==> config.mk <==
export PLATFORM = sky130hd
export DESIGN_NAME = counting_semaphore_manager
export DESIGN_NICKNAME = d
export VERILOG_FILES = /design/src/csm_pkg.sv /design/src/csm_ram.sv /design/src/csm_ctrl.sv /design/src/csm_dp.sv /design/src/counting_semaphore_manager.sv
export VERILOG_INCLUDE_DIRS = /design/src /design/src/src
export SDC_FILE = /design/constraint.sdc
export NUM_CORES = 2
export LEC_CHECK = 0
export CORE_MARGIN = 2
export CORE_UTILIZATION = 50
export DETAILED_ROUTE_END_ITERATION = 12
export DONT_BUFFER_PORTS = 1
export PLACE_DENSITY = 0.69
export SLEW_MARGIN = 10
export SYNTH_ARGS = -nofsm -noshare
export SYNTH_HDL_FRONTEND = slang
export SYNTH_SLANG_ARGS = --single-unit
==> constraint.sdc <==
create_clock -name clk -period 10.15 [get_ports clk]
set_clock_uncertainty 0.1 [all_clocks]
set_input_delay 0.5075 -clock clk [delete_from_list [all_inputs] [get_ports clk]]
set_output_delay 0.5075 -clock clk [all_outputs]
set_load 0.05 [all_outputs]
==> src/assert_macros.svh <==
// Assertion macros shared by the semaphore unit modules.
// Needs a clock named clk and an active-low reset named rst_n in scope.
`ifndef ASSERT_MACROS_SVH
`define ASSERT_MACROS_SVH

// The property must hold at every clock edge outside reset.
`define CSM_ASSERT(lbl, prop, msg) \
    lbl: assert property (@(posedge clk) disable iff (!rst_n) (prop)) else $error(msg);

// The expression must never be true outside reset.
`define CSM_NEVER(lbl, expr, msg) \
    lbl: assert property (@(posedge clk) disable iff (!rst_n) !(expr)) else $error(msg);

`endif

==> src/csm_pkg.sv <==
// Shared types, codes and constants of the counting semaphore unit.
// No dependencies; csm_ctrl, csm_dp, the top module and the testbench import it.
package csm_pkg;

    localparam int QUEUE_DEPTH       = 16;
    localparam int DEF_NUM_RESOURCES = 8;
    localparam int DEF_MAX_PROCESSES = 16;

    localparam logic signed [8:0] COUNT_MAX = 9'sd255;
    localparam logic signed [8:0] COUNT_MIN = -9'sd256;
    localparam logic [3:0]        HELD_MAX  = 4'd15;
    localparam logic [3:0]        WAKE_REPORT_MAX = 4'd15;

    localparam logic [1:0] CMD_WAIT    = 2'd0;
    localparam logic [1:0] CMD_SIGNAL  = 2'd1;
    localparam logic [1:0] CMD_RELEASE = 2'd2;
    localparam logic [1:0] CMD_UNUSED  = 2'd3;

    localparam logic [2:0] EV_GRANTED      = 3'd0;
    localparam logic [2:0] EV_BLOCKED      = 3'd1;
    localparam logic [2:0] EV_INVALID      = 3'd2;
    localparam logic [2:0] EV_WOKEN        = 3'd3;
    localparam logic [2:0] EV_SIGNAL_DONE  = 3'd4;
    localparam logic [2:0] EV_RELEASE_DONE = 3'd5;

    localparam logic CFG_RESOURCE_COUNT    = 1'b0;
    localparam logic CFG_INITIAL_INSTANCES = 1'b1;

    localparam logic [3:0] OP_NOP     = 4'd0;
    localparam logic [3:0] OP_LATCH   = 4'd1;
    localparam logic [3:0] OP_LOOKUP  = 4'd2;
    localparam logic [3:0] OP_WAIT    = 4'd3;
    localparam logic [3:0] OP_SIG     = 4'd4;
    localparam logic [3:0] OP_RQ      = 4'd5;
    localparam logic [3:0] OP_RQ_CHK  = 4'd6;
    localparam logic [3:0] OP_RH_RD   = 4'd7;
    localparam logic [3:0] OP_RH_LOAD = 4'd8;
    localparam logic [3:0] OP_RW      = 4'd9;
    localparam logic [3:0] OP_POP     = 4'd10;
    localparam logic [3:0] OP_RD_HW   = 4'd11;
    localparam logic [3:0] OP_WAKE    = 4'd12;

    typedef struct packed {
        logic [1:0] cmd;
        logic [3:0] resource_index;
        logic [3:0] process_id;
    } req_t;

    typedef struct packed {
        logic [2:0] event_res;
        logic [3:0] event_process;
        logic [3:0] event_resource;
        logic       last;
    } rsp_t;

    typedef struct packed {
        logic [3:0] op;
        logic       ev_valid;
        logic [2:0] ev_code;
        logic       ev_last;
    } dp_cmd_t;

    typedef struct packed {
        logic [1:0] cmd;
        logic       pid_bad;
        logic       res_bad;
        logic       wait_neg;
        logic       q_full;
        logic       len_nz;
        logic       i_lt_len;
        logic       r_last;
        logic       h_nz;
        logic       woke_full;
    } dp_stat_t;

endpackage

==> src/csm_ram.sv <==
// Generic single-write, single-read RAM with registered read data.
// No dependencies.
module csm_ram #(
    parameter int WIDTH = 4,
    parameter int DEPTH = 128
) (
    input  logic                     clk,
    input  logic                     we,
    input  logic [$clog2(DEPTH)-1:0] waddr,
    input  logic [WIDTH-1:0]         wdata,
    input  logic                     re,
    input  logic [$clog2(DEPTH)-1:0] raddr,
    output logic [WIDTH-1:0]         rdata
);

    logic [WIDTH-1:0] mem [DEPTH];

    always_ff @(posedge clk)
    begin
        if (we)
        begin
            mem[waddr] <= wdata;
        end
        if (re)
        begin
            rdata <= mem[raddr];
        end
    end

endmodule

==> src/csm_ctrl.sv <==
// Controller state machine of the semaphore unit: sequences datapath operations.
// Depends on csm_pkg and assert_macros.svh.
`include "assert_macros.svh"

module csm_ctrl import csm_pkg::*; (
    input  logic     clk,
    input  logic     rst_n,
    input  logic     start,
    output logic     busy,
    input  dp_stat_t stat,
    output dp_cmd_t  ctl
);

    localparam logic [3:0] S_IDLE  = 4'd0;
    localparam logic [3:0] S_CHECK = 4'd1;
    localparam logic [3:0] S_INV   = 4'd2;
    localparam logic [3:0] S_WAIT  = 4'd3;
    localparam logic [3:0] S_SIG   = 4'd4;
    localparam logic [3:0] S_SDONE = 4'd5;
    localparam logic [3:0] S_RQ    = 4'd6;
    localparam logic [3:0] S_RQC   = 4'd7;
    localparam logic [3:0] S_RH    = 4'd8;
    localparam logic [3:0] S_RHL   = 4'd9;
    localparam logic [3:0] S_RW    = 4'd10;
    localparam logic [3:0] S_POP   = 4'd11;
    localparam logic [3:0] S_RDW   = 4'd12;
    localparam logic [3:0] S_WAKE  = 4'd13;
    localparam logic [3:0] S_RDONE = 4'd14;

    logic [3:0] state_reg;
    logic [3:0] state_next;

    always_ff @(posedge clk or negedge rst_n)
    begin
        if (!rst_n)
        begin
            state_reg <= S_IDLE;
        end
        else
        begin
            state_reg <= state_next;
        end
    end

    always_comb
    begin
        state_next   = state_reg;
        ctl.op       = OP_NOP;
        ctl.ev_valid = 1'b0;
        ctl.ev_code  = EV_GRANTED;
        ctl.ev_last  = 1'b0;
        case (state_reg)
            S_IDLE:
            begin
                if (start)
                begin
                    ctl.op     = OP_LATCH;
                    state_next = S_CHECK;
                end
            end
            S_CHECK:
            begin
                ctl.op = OP_LOOKUP;
                if (stat.cmd == CMD_UNUSED)
                begin
                    state_next = S_IDLE;
                end
                else if (stat.pid_bad || (stat.cmd != CMD_RELEASE && stat.res_bad))
                begin
                    state_next = S_INV;
                end
                else if (stat.cmd == CMD_WAIT)
                begin
                    state_next = S_WAIT;
                end
                else if (stat.cmd == CMD_SIGNAL)
                begin
                    state_next = S_SIG;
                end
                else
                begin
                    state_next = S_RQ;
                end
            end
            S_INV:
            begin
                ctl.ev_valid = 1'b1;
                ctl.ev_code  = EV_INVALID;
                ctl.ev_last  = 1'b1;
                state_next   = S_IDLE;
            end
            S_WAIT:
            begin
                ctl.op       = OP_WAIT;
                ctl.ev_valid = 1'b1;
                ctl.ev_last  = 1'b1;
                if (stat.wait_neg && stat.q_full)
                begin
                    ctl.ev_code = EV_INVALID;
                end
                else if (stat.wait_neg)
                begin
                    ctl.ev_code = EV_BLOCKED;
                end
                else
                begin
                    ctl.ev_code = EV_GRANTED;
                end
                state_next = S_IDLE;
            end
            S_SIG:
            begin
                ctl.op     = OP_SIG;
                state_next = stat.len_nz ? S_RDW : S_SDONE;
            end
            S_SDONE:
            begin
                ctl.ev_valid = 1'b1;
                ctl.ev_code  = EV_SIGNAL_DONE;
                ctl.ev_last  = 1'b1;
                state_next   = S_IDLE;
            end
            S_RQ:
            begin
                ctl.op = OP_RQ;
                if (stat.i_lt_len)
                begin
                    state_next = S_RQC;
                end
                else if (stat.r_last)
                begin
                    state_next = S_RH;
                end
            end
            S_RQC:
            begin
                ctl.op     = OP_RQ_CHK;
                state_next = S_RQ;
            end
            S_RH:
            begin
                ctl.op     = OP_RH_RD;
                state_next = S_RHL;
            end
            S_RHL:
            begin
                ctl.op     = OP_RH_LOAD;
                state_next = S_RW;
            end
            S_RW:
            begin
                ctl.op = OP_RW;
                if (stat.h_nz)
                begin
                    state_next = stat.len_nz ? S_POP : S_RW;
                end
                else
                begin
                    state_next = stat.r_last ? S_RDONE : S_RH;
                end
            end
            S_POP:
            begin
                ctl.op     = OP_POP;
                state_next = S_RDW;
            end
            S_RDW:
            begin
                ctl.op     = OP_RD_HW;
                state_next = S_WAKE;
            end
            S_WAKE:
            begin
                ctl.op       = OP_WAKE;
                ctl.ev_valid = !stat.woke_full;
                ctl.ev_code  = EV_WOKEN;
                state_next   = (stat.cmd == CMD_SIGNAL) ? S_SDONE : S_RW;
            end
            S_RDONE:
            begin
                ctl.ev_valid = 1'b1;
                ctl.ev_code  = EV_RELEASE_DONE;
                ctl.ev_last  = 1'b1;
                state_next   = S_IDLE;
            end
            default:
            begin
                state_next = S_IDLE;
            end
        endcase
    end

    assign busy = (state_reg != S_IDLE);

    `CSM_NEVER(a_idle_no_event, (state_reg == S_IDLE) && ctl.ev_valid, "event while idle")
    `CSM_ASSERT(a_start_to_check, (start && !busy) |=> (state_reg == S_CHECK), "no check")
    `CSM_NEVER(a_last_needs_event, ctl.ev_last && !ctl.ev_valid, "last without event")

endmodule

==> src/csm_dp.sv <==
// Datapath of the semaphore unit: counts, queue pointers, holdings and result register.
// Depends on csm_pkg, csm_ram and assert_macros.svh.
`include "assert_macros.svh"

module csm_dp import csm_pkg::*; #(
    parameter int NUM_RESOURCES = DEF_NUM_RESOURCES,
    parameter int MAX_PROCESSES = DEF_MAX_PROCESSES
) (
    input  logic        clk,
    input  logic        rst_n,
    input  logic        cfg_valid,
    input  logic        cfg_index,
    input  logic [63:0] cfg_data,
    input  req_t        request,
    input  dp_cmd_t     ctl,
    output dp_stat_t    stat,
    output logic        result_valid,
    output rsp_t        result
);

    localparam int RW    = (NUM_RESOURCES > 1) ? $clog2(NUM_RESOURCES) : 1;
    localparam int DEPTH = NUM_RESOURCES * QUEUE_DEPTH;
    localparam int AW    = $clog2(DEPTH);

    function automatic logic [AW-1:0] mk_addr(input logic [RW-1:0] r, input logic [3:0] s);
        return AW'({r, s});
    endfunction

    logic [1:0]        cmd_reg, cmd_next;
    logic [3:0]        res_reg, res_next;
    logic [3:0]        pid_reg, pid_next;
    logic [RW-1:0]     r_reg, r_next;
    logic [4:0]        i_reg, i_next;
    logic [4:0]        k_reg, k_next;
    logic [3:0]        h_reg, h_next;
    logic [3:0]        woke_reg, woke_next;
    logic [3:0]        w_reg, w_next;
    logic [3:0]        rescnt_reg, rescnt_next;
    logic signed [8:0] cnt_reg [NUM_RESOURCES];
    logic signed [8:0] cnt_next [NUM_RESOURCES];
    logic [4:0]        len_reg [NUM_RESOURCES];
    logic [4:0]        len_next [NUM_RESOURCES];
    logic [3:0]        head_reg [NUM_RESOURCES];
    logic [3:0]        head_next [NUM_RESOURCES];
    logic [DEPTH-1:0]  vld_reg, vld_next;
    logic              vldq_reg;
    logic              out_valid_reg, out_valid_next;
    rsp_t              out_reg, out_next;

    logic          q_we, q_re, h_we, h_re;
    logic [AW-1:0] q_waddr, q_raddr, h_waddr, h_raddr;
    logic [3:0]    q_wdata, q_rdata, h_wdata, h_rdata;

    logic              res_in_range;
    logic [3:0]        active;
    logic [RW-1:0]     rsel;
    logic signed [8:0] cur_cnt, credit_val, dec_val;
    logic [4:0]        cur_len;
    logic [3:0]        cur_head;
    logic [3:0]        held_q;
    logic              wait_neg;
    logic              r_last;
    logic [RW-1:0]     r_inc;

    csm_ram #(.WIDTH(4), .DEPTH(DEPTH)) u_queue_ram (
        .clk   (clk),
        .we    (q_we),
        .waddr (q_waddr),
        .wdata (q_wdata),
        .re    (q_re),
        .raddr (q_raddr),
        .rdata (q_rdata)
    );

    csm_ram #(.WIDTH(4), .DEPTH(DEPTH)) u_held_ram (
        .clk   (clk),
        .we    (h_we),
        .waddr (h_waddr),
        .wdata (h_wdata),
        .re    (h_re),
        .raddr (h_raddr),
        .rdata (h_rdata)
    );

    assign res_in_range = (32'(res_reg) < NUM_RESOURCES);
    assign active       = (32'(rescnt_reg) > NUM_RESOURCES) ? 4'(NUM_RESOURCES) : rescnt_reg;
    assign rsel         = res_in_range ? res_reg[RW-1:0] : '0;
    assign cur_cnt      = cnt_reg[r_reg];
    assign cur_len      = len_reg[r_reg];
    assign cur_head     = head_reg[r_reg];
    assign credit_val   = (cur_cnt < COUNT_MAX) ? cur_cnt + 9'sd1 : cur_cnt;
    assign dec_val      = (cur_cnt > COUNT_MIN) ? cur_cnt - 9'sd1 : cur_cnt;
    assign wait_neg     = (dec_val < 9'sd0);
    assign held_q       = vldq_reg ? h_rdata : 4'd0;
    assign r_last       = (32'(r_reg) == NUM_RESOURCES - 1);
    assign r_inc        = r_last ? '0 : r_reg + RW'(1);

    always_comb
    begin
        stat.cmd       = cmd_reg;
        stat.pid_bad   = (32'(pid_reg) >= MAX_PROCESSES);
        stat.res_bad   = (res_reg >= active);
        stat.wait_neg  = wait_neg;
        stat.q_full    = cur_len[4];
        stat.len_nz    = (cur_len != 5'd0);
        stat.i_lt_len  = (i_reg < cur_len);
        stat.r_last    = r_last;
        stat.h_nz      = (h_reg != 4'd0);
        stat.woke_full = (woke_reg == WAKE_REPORT_MAX);
    end

    always_comb
    begin
        cmd_next    = cmd_reg;
        res_next    = res_reg;
        pid_next    = pid_reg;
        r_next      = r_reg;
        i_next      = i_reg;
        k_next      = k_reg;
        h_next      = h_reg;
        woke_next   = woke_reg;
        w_next      = w_reg;
        rescnt_next = rescnt_reg;
        cnt_next    = cnt_reg;
        len_next    = len_reg;
        head_next   = head_reg;
        vld_next    = vld_reg;
        q_we = 1'b0; q_waddr = '0; q_wdata = 4'd0;
        q_re = 1'b0; q_raddr = '0;
        h_we = 1'b0; h_waddr = '0; h_wdata = 4'd0;
        h_re = 1'b0; h_raddr = '0;

        case (ctl.op)
            OP_LATCH:
            begin
                cmd_next  = request.cmd;
                res_next  = request.resource_index;
                pid_next  = request.process_id;
                woke_next = 4'd0;
            end
            OP_LOOKUP:
            begin
                r_next  = (cmd_reg == CMD_RELEASE) ? '0 : rsel;
                i_next  = 5'd0;
                k_next  = 5'd0;
                q_re    = 1'b1;
                q_raddr = mk_addr(rsel, head_reg[rsel]);
                h_re    = 1'b1;
                h_raddr = mk_addr(rsel, pid_reg);
            end
            OP_WAIT:
            begin
                if (wait_neg)
                begin
                    if (!cur_len[4])
                    begin
                        cnt_next[r_reg] = dec_val;
                        q_we            = 1'b1;
                        q_waddr         = mk_addr(r_reg, cur_head + cur_len[3:0]);
                        q_wdata         = pid_reg;
                        len_next[r_reg] = cur_len + 5'd1;
                    end
                end
                else
                begin
                    cnt_next[r_reg] = dec_val;
                    h_we            = 1'b1;
                    h_waddr         = mk_addr(r_reg, pid_reg);
                    h_wdata         = (held_q == HELD_MAX) ? HELD_MAX : held_q + 4'd1;
                end
            end
            OP_SIG:
            begin
                cnt_next[r_reg] = credit_val;
                if (held_q != 4'd0)
                begin
                    h_we    = 1'b1;
                    h_waddr = mk_addr(r_reg, pid_reg);
                    h_wdata = held_q - 4'd1;
                end
                if (cur_len != 5'd0)
                begin
                    head_next[r_reg] = cur_head + 4'd1;
                    len_next[r_reg]  = cur_len - 5'd1;
                    w_next           = q_rdata;
                end
            end
            OP_RQ:
            begin
                if (i_reg < cur_len)
                begin
                    q_re    = 1'b1;
                    q_raddr = mk_addr(r_reg, cur_head + i_reg[3:0]);
                end
                else
                begin
                    len_next[r_reg] = k_reg;
                    r_next          = r_inc;
                    i_next          = 5'd0;
                    k_next          = 5'd0;
                end
            end
            OP_RQ_CHK:
            begin
                if (q_rdata == pid_reg)
                begin
                    cnt_next[r_reg] = credit_val;
                end
                else
                begin
                    q_we    = 1'b1;
                    q_waddr = mk_addr(r_reg, cur_head + k_reg[3:0]);
                    q_wdata = q_rdata;
                    k_next  = k_reg + 5'd1;
                end
                i_next = i_reg + 5'd1;
            end
            OP_RH_RD:
            begin
                h_re    = 1'b1;
                h_raddr = mk_addr(r_reg, pid_reg);
            end
            OP_RH_LOAD:
            begin
                h_next = held_q;
            end
            OP_RW:
            begin
                if (h_reg != 4'd0)
                begin
                    cnt_next[r_reg] = credit_val;
                    h_next          = h_reg - 4'd1;
                    if (cur_len != 5'd0)
                    begin
                        q_re    = 1'b1;
                        q_raddr = mk_addr(r_reg, cur_head);
                    end
                end
                else
                begin
                    h_we    = 1'b1;
                    h_waddr = mk_addr(r_reg, pid_reg);
                    h_wdata = 4'd0;
                    r_next  = r_inc;
                end
            end
            OP_POP:
            begin
                head_next[r_reg] = cur_head + 4'd1;
                len_next[r_reg]  = cur_len - 5'd1;
                w_next           = q_rdata;
            end
            OP_RD_HW:
            begin
                h_re    = 1'b1;
                h_raddr = mk_addr(r_reg, w_reg);
            end
            OP_WAKE:
            begin
                h_we    = 1'b1;
                h_waddr = mk_addr(r_reg, w_reg);
                h_wdata = (held_q == HELD_MAX) ? HELD_MAX : held_q + 4'd1;
                if (woke_reg != WAKE_REPORT_MAX)
                begin
                    woke_next = woke_reg + 4'd1;
                end
            end
            default:
            begin
            end
        endcase

        if (h_we)
        begin
            vld_next[h_waddr] = 1'b1;
        end

        if (cfg_valid)
        begin
            if (cfg_index == CFG_RESOURCE_COUNT)
            begin
                rescnt_next = cfg_data[3:0];
            end
            else
            begin
                for (int r = 0; r < NUM_RESOURCES; r++)
                begin
                    cnt_next[r] = {1'b0, cfg_data[8*r +: 8]};
                end
            end
        end
    end

    always_comb
    begin
        out_valid_next = ctl.ev_valid;
        out_next       = out_reg;
        if (ctl.ev_valid)
        begin
            out_next.event_res     = ctl.ev_code;
            out_next.event_process = (ctl.ev_code == EV_WOKEN) ? w_reg : pid_reg;
            if (ctl.ev_code == EV_RELEASE_DONE)
            begin
                out_next.event_resource = 4'd0;
            end
            else if (ctl.ev_code == EV_INVALID)
            begin
                out_next.event_resource = res_reg;
            end
            else
            begin
                out_next.event_resource = 4'(r_reg);
            end
            out_next.last = ctl.ev_last;
        end
    end

    always_ff @(posedge clk or negedge rst_n)
    begin
        if (!rst_n)
        begin
            cmd_reg       <= CMD_WAIT;
            res_reg       <= 4'd0;
            pid_reg       <= 4'd0;
            r_reg         <= '0;
            i_reg         <= 5'd0;
            k_reg         <= 5'd0;
            h_reg         <= 4'd0;
            woke_reg      <= 4'd0;
            w_reg         <= 4'd0;
            rescnt_reg    <= 4'd1;
            vld_reg       <= '0;
            vldq_reg      <= 1'b0;
            out_valid_reg <= 1'b0;
            out_reg       <= '0;
            for (int r = 0; r < NUM_RESOURCES; r++)
            begin
                cnt_reg[r]  <= 9'sd0;
                len_reg[r]  <= 5'd0;
                head_reg[r] <= 4'd0;
            end
        end
        else
        begin
            cmd_reg       <= cmd_next;
            res_reg       <= res_next;
            pid_reg       <= pid_next;
            r_reg         <= r_next;
            i_reg         <= i_next;
            k_reg         <= k_next;
            h_reg         <= h_next;
            woke_reg      <= woke_next;
            w_reg         <= w_next;
            rescnt_reg    <= rescnt_next;
            vld_reg       <= vld_next;
            out_valid_reg <= out_valid_next;
            out_reg       <= out_next;
            if (h_re)
            begin
                vldq_reg <= vld_reg[h_raddr];
            end
            cnt_reg  <= cnt_next;
            len_reg  <= len_next;
            head_reg <= head_next;
        end
    end

    assign result_valid = out_valid_reg;
    assign result       = out_reg;

    `CSM_NEVER(a_held_rw_clash, h_we && h_re && (h_waddr == h_raddr), "held read meets write")
    `CSM_NEVER(a_queue_rw_clash, q_we && q_re && (q_waddr == q_raddr), "queue read meets write")
    `CSM_NEVER(a_queue_overflow, q_we && (ctl.op == OP_WAIT) && cur_len[4], "push to full queue")

endmodule

==> src/counting_semaphore_manager.sv <==
// Wait: checked, then answered as granted, blocked or invalid. Signal: credits the count,
// wakes the first waiter if any, then reports done. Release: purges the process from every
// queue, crediting each removed entry, then returns each held instance, waking one waiter
// per instance, and reports done. One command is in flight at a time.
// Reset: counts zero, queues empty, holdings zero, resource count one.
// Results are strobed for one cycle and are never stalled by the receiver.
module counting_semaphore_manager import csm_pkg::*; #(
    parameter int NUM_RESOURCES = DEF_NUM_RESOURCES,
    parameter int MAX_PROCESSES = DEF_MAX_PROCESSES
) (
    input  logic        clk,
    input  logic        rst_n,
    input  logic        start,
    output logic        busy,
    input  req_t        request,
    output logic        result_valid,
    output rsp_t        result,
    input  logic        cfg_valid,
    output logic        cfg_ready,
    input  logic        cfg_index,
    input  logic [63:0] cfg_data
);

    dp_cmd_t  ctl;
    dp_stat_t stat;

    assign cfg_ready = 1'b1;

    csm_ctrl u_ctrl (
        .clk   (clk),
        .rst_n (rst_n),
        .start (start),
        .busy  (busy),
        .stat  (stat),
        .ctl   (ctl)
    );

    csm_dp #(
        .NUM_RESOURCES (NUM_RESOURCES),
        .MAX_PROCESSES (MAX_PROCESSES)
    ) u_dp (
        .clk          (clk),
        .rst_n        (rst_n),
        .cfg_valid    (cfg_valid),
        .cfg_index    (cfg_index),
        .cfg_data     (cfg_data),
        .request      (request),
        .ctl          (ctl),
        .stat         (stat),
        .result_valid (result_valid),
        .result       (result)
    );

endmodule

==> impl_metrics.yaml <==
final_layout:
  drive_above_1_share: 0.151
  area_growth_pct: 11.3
  fill_cells: 9292
  fin_util: 0.563
  insertedDiodeCount: 0
  final_net_count: 4465
  fin_cells: 6004
  multi_input_area_um2: 19300
  regArea_um2: 39200
grt:
  grt.total_usage: 0.254
  antenna_found_initial: 1
  grt-ovfl-total: 0
  grt_pass1_wl_mm: 236
  grt_max_degree: 330
  grt_pass1_vias: 37900
power:
  p_leak_nw: 23.9
  clkPwrFrac: 0.276
  p_sw_frac: 0.365
  pwr-share-comb: 0.346
  power_density_nw_per_um2: 278
  power_frac_seq: 0.378
  p_int_mw: 11.8
  p_sw_mw: 6.74
  max-vdd-ir-drop_uv: 205
route:
  viasPerCell: 6.37
  via_count: 38200
  drt_iter0_drc: 5053
  drt-total-wl_mm: 156
  dr.pass1.iters: 6
  post_drt_wl_per_cell_um: 25.9
  drc: 0
  ant_nets: 0
die:
  rows: 126
  initial_core_util: 0.505
  die_w_um: 350
  core_area_um2: 118000
  ioPinCount: 94
  dieArea_um2: 122000
  die_h_um: 350
critical_path:
  cp_data_required_time_ns: 10.53
  crit_path_end_kind: "flop"
  crit_path_max_fanout: 50
  worstPathArrival_ns: 7.71
  slowest_delay_ns: 0.69
  path_buf_inv: 3
  critPathTopFamily: "compound AO/OA/AOI/OAI gates"
  worstSetupStartpointType: "flop"
  cp_cell_sequence: "buf_4, mux4_2, nand2_1, nand2_1, inv_2, ha_1, o21a_1, a2111oi_0, a22o_1, and2_1, nor2_4, buf_4, nor2_1, a2111oi_0, a211o_1, a32oi_1, o311ai_1"
  slowest_stage: "dfrtp_4"
  crit_type: "flop to flop"
yosys:
  seq_area_frac_synth: 0.656
  syn_area_um2: 59800
  synthCells: 4336
  synth_nets: 4449
  synth_cell_types: 101
  synth_top_flop_cell: "edfxtp_1"
  yosys_warnings: 0
  synth_edf_count: 1032
  synth_seq_cells: 1361
  async_flop_share: 0.242
  synth.avg_cell_area_um2: 13.8
sta:
  tightest_slew_ns: 1.26
  maxSlewViolCount: 0
  finalSetupTns_ns: 0
  hold_slack_ns: 0.0535
  max_freq_mhz: 136
  grt_setup_unrepaired: "false"
  period_needed_ns: 7.33
  fin_crit_sh: 0.723
  setup_violations: 0
  fin_ws_ns: 2.82
  hold_viol_final: 0
  slew_headroom: 0.157
placement:
  gp_congestion: 0.915
  dp_hpwl_mm: 94.2
  dp_slack_ns: 2.98
  portBuffers: 0
  place_inst: 5666
clock_tree:
  cts_setup_buffers: 0
  cts.repair.resized: 0
  cts_tree: "built"
  cts_sinks: 1361
  clock_latency_ns: 0.78
  cts.clk_slew.worst_paths_ns: 0.06
  hold_buffers: 76
  cts_root_buf: "clkbuf_16"
  cts_buffer_depth: 3
  h-tree-depth: 4
  numCtsBuffers: 141
min_path:
  hp-class: "input pin to flop"
status:
  run_status: "finished clean"
job:
  drv_cap: 0
metrics by stage:
stage                     total power [mW]  cell area, µm²
after floorplan                       11.5           59800
after global placement                13.2           61100
after detailed placement              13.3           61100
after CTS                             18.5           66500
after global routing                  19.3           66500
final                                 18.5           66500
cells in the final DEF (no fill, tap or decap), types with 19 or more instances in the layout:
| master | n |
|---|---|
| mux2i_1 | 118 |
| nor2b_1 | 19 |
| a211o_1 | 19 |
| edfxtp_1 | 1032 |
| o21bai_1 | 34 |
| a22oi_1 | 34 |
| buf_4 | 64 |
| or2_1 | 48 |
| nand3_1 | 156 |
| a31oi_1 | 34 |
| mux4_2 | 182 |
| ha_1 | 31 |
| and3_1 | 100 |
| a311oi_1 | 29 |
| a2111oi_0 | 57 |
| a211oi_1 | 77 |
| clkinv_2 | 22 |
| clkbuf_16 | 145 |
| nor3_1 | 34 |
| mux2_2 | 89 |
| a221oi_1 | 34 |
| inv_1 | 41 |
| or2_2 | 54 |
| dlygate4sd3_1 | 76 |
| a21oi_1 | 83 |
| clkbuf_1 | 38 |
| o21ai_0 | 125 |
| nand2_1 | 534 |
| nor2_1 | 399 |
| o22ai_1 | 29 |
| clkinv_1 | 21 |
| dfrtp_1 | 326 |
tightest hold or removal path: stages:
cell and delay (ns):
nor3_1 0.17, a31oi_1 0.06, nor2_1 0.08, a311oi_1 0.05
metal layers:
metal	vias up	GRT usage	wire length (µm)
met5	-	0	0
met4	0	0.0802	4480
met3	321	0.0471	14400
met2	2007	0.402	73200
met1	19300	0.359	63500
li1	16600	-	-
power groups by stage:
stage          clock [mW]  combinational [mW]  sequential (mW)
6_report             5.10                6.40             7.00
5_1_grt              5.37                6.86             7.04
4_1_cts              5.16                6.32             6.98
3_5_place_dp            0                6.23             7.08
3_3_place_gp            0                6.14             7.08
2_1_floorplan           0                4.56             6.91
Yosys cell counts, types with 13 or more instances:
cell type	number	area share
mux4_2	182	0.069
a221o_1	14	0.0023
a311oi_1	29	0.0043
and2_1	14	0.0015
a31oi_1	35	0.0037
dfrtp_1	328	0.14
ha_1	31	0.0065
buf_2	80	0.0067
nor2b_1	19	0.0020
o21bai_1	34	0.0043
or2_2	54	0.0057
a2bb2oi_1	13	0.0019
a2111oi_0	57	0.0084
inv_1	41	0.0026
a21oi_1	83	0.0070
o211ai_1	15	0.0019
a22oi_1	34	0.0043
a211o_1	19	0.0028
and3_1	101	0.011
nand3_1	157	0.013
edfxtp_1	1032	0.52
a221oi_1	35	0.0051
buf_1	18	0.0011
xnor2_1	15	0.0022
nand4_1	14	0.0015
or2_1	48	0.0050
mux2i_1	118	0.020
o21ai_0	128	0.011
o22ai_1	29	0.0030
mux2_2	89	0.017
nor2_1	402	0.025
nand2b_1	14	0.0015
a31o_2	18	0.0026
a211oi_1	77	0.0097
a32oi_1	15	0.0022
buf_4	14	0.0018
clkbuf_1	146	0.0092
nand2_1	537	0.034
nor3_1	36	0.0030
cells by family (layout without fill, tap and decap cells):
kind of cell / Yosys count / in the layout / synth area share
AO/OA/AOI/OAI: 744 / 744 / 0.0900
XOR/XNOR: 22 / 22 / 0.00322
adder cells (fa/ha/maj): 34 / 34 / 0.00750
buffers and inverters: 318 / 450 / 0.0240
flip-flops: 1361 / 1361 / 0.656
multiplexers: 401 / 401 / 0.108
other: 1 / 1 / 0.0000627
AND/OR/NAND/NOR: 1455 / 1455 / 0.111
final timing paths:
check | to | cells past startpoint | slack (ns) | startpoint
min reg2reg | u_dp.vld_reg[23] | 1 | 0.36 | u_dp.vld_reg[23]
min | u_ctrl.state_reg[0] | 4 | 0.05 | start
max in group asynchronous | u_dp.vld_reg[79] | 4 | 8.03 | rst_n
max | u_dp.u_queue_ram.rdata[1] | 17 | 2.82 | u_dp.r_reg[0]
min in group asynchronous | u_dp.len_reg[3] | 2 | 0.16 | rst_n
max reg2reg | u_dp.u_queue_ram.rdata[1] | 17 | 2.82 | u_dp.r_reg[0]
cell type report:
| type | count | area share |
|---|---|---|
| Timing Repair Buffer | 143 | 0.0199 |
| Sequential cell | 1361 | 0.590 |
| Multi-Input combinational cell | 2657 | 0.290 |
| Clock inverter | 63 | 0.00905 |
| Clock buffer | 196 | 0.0594 |
| Tap cell | 1536 | 0.0289 |
| Inverter | 48 | 0.00271 |
Power figures use the tool's default switching activity.
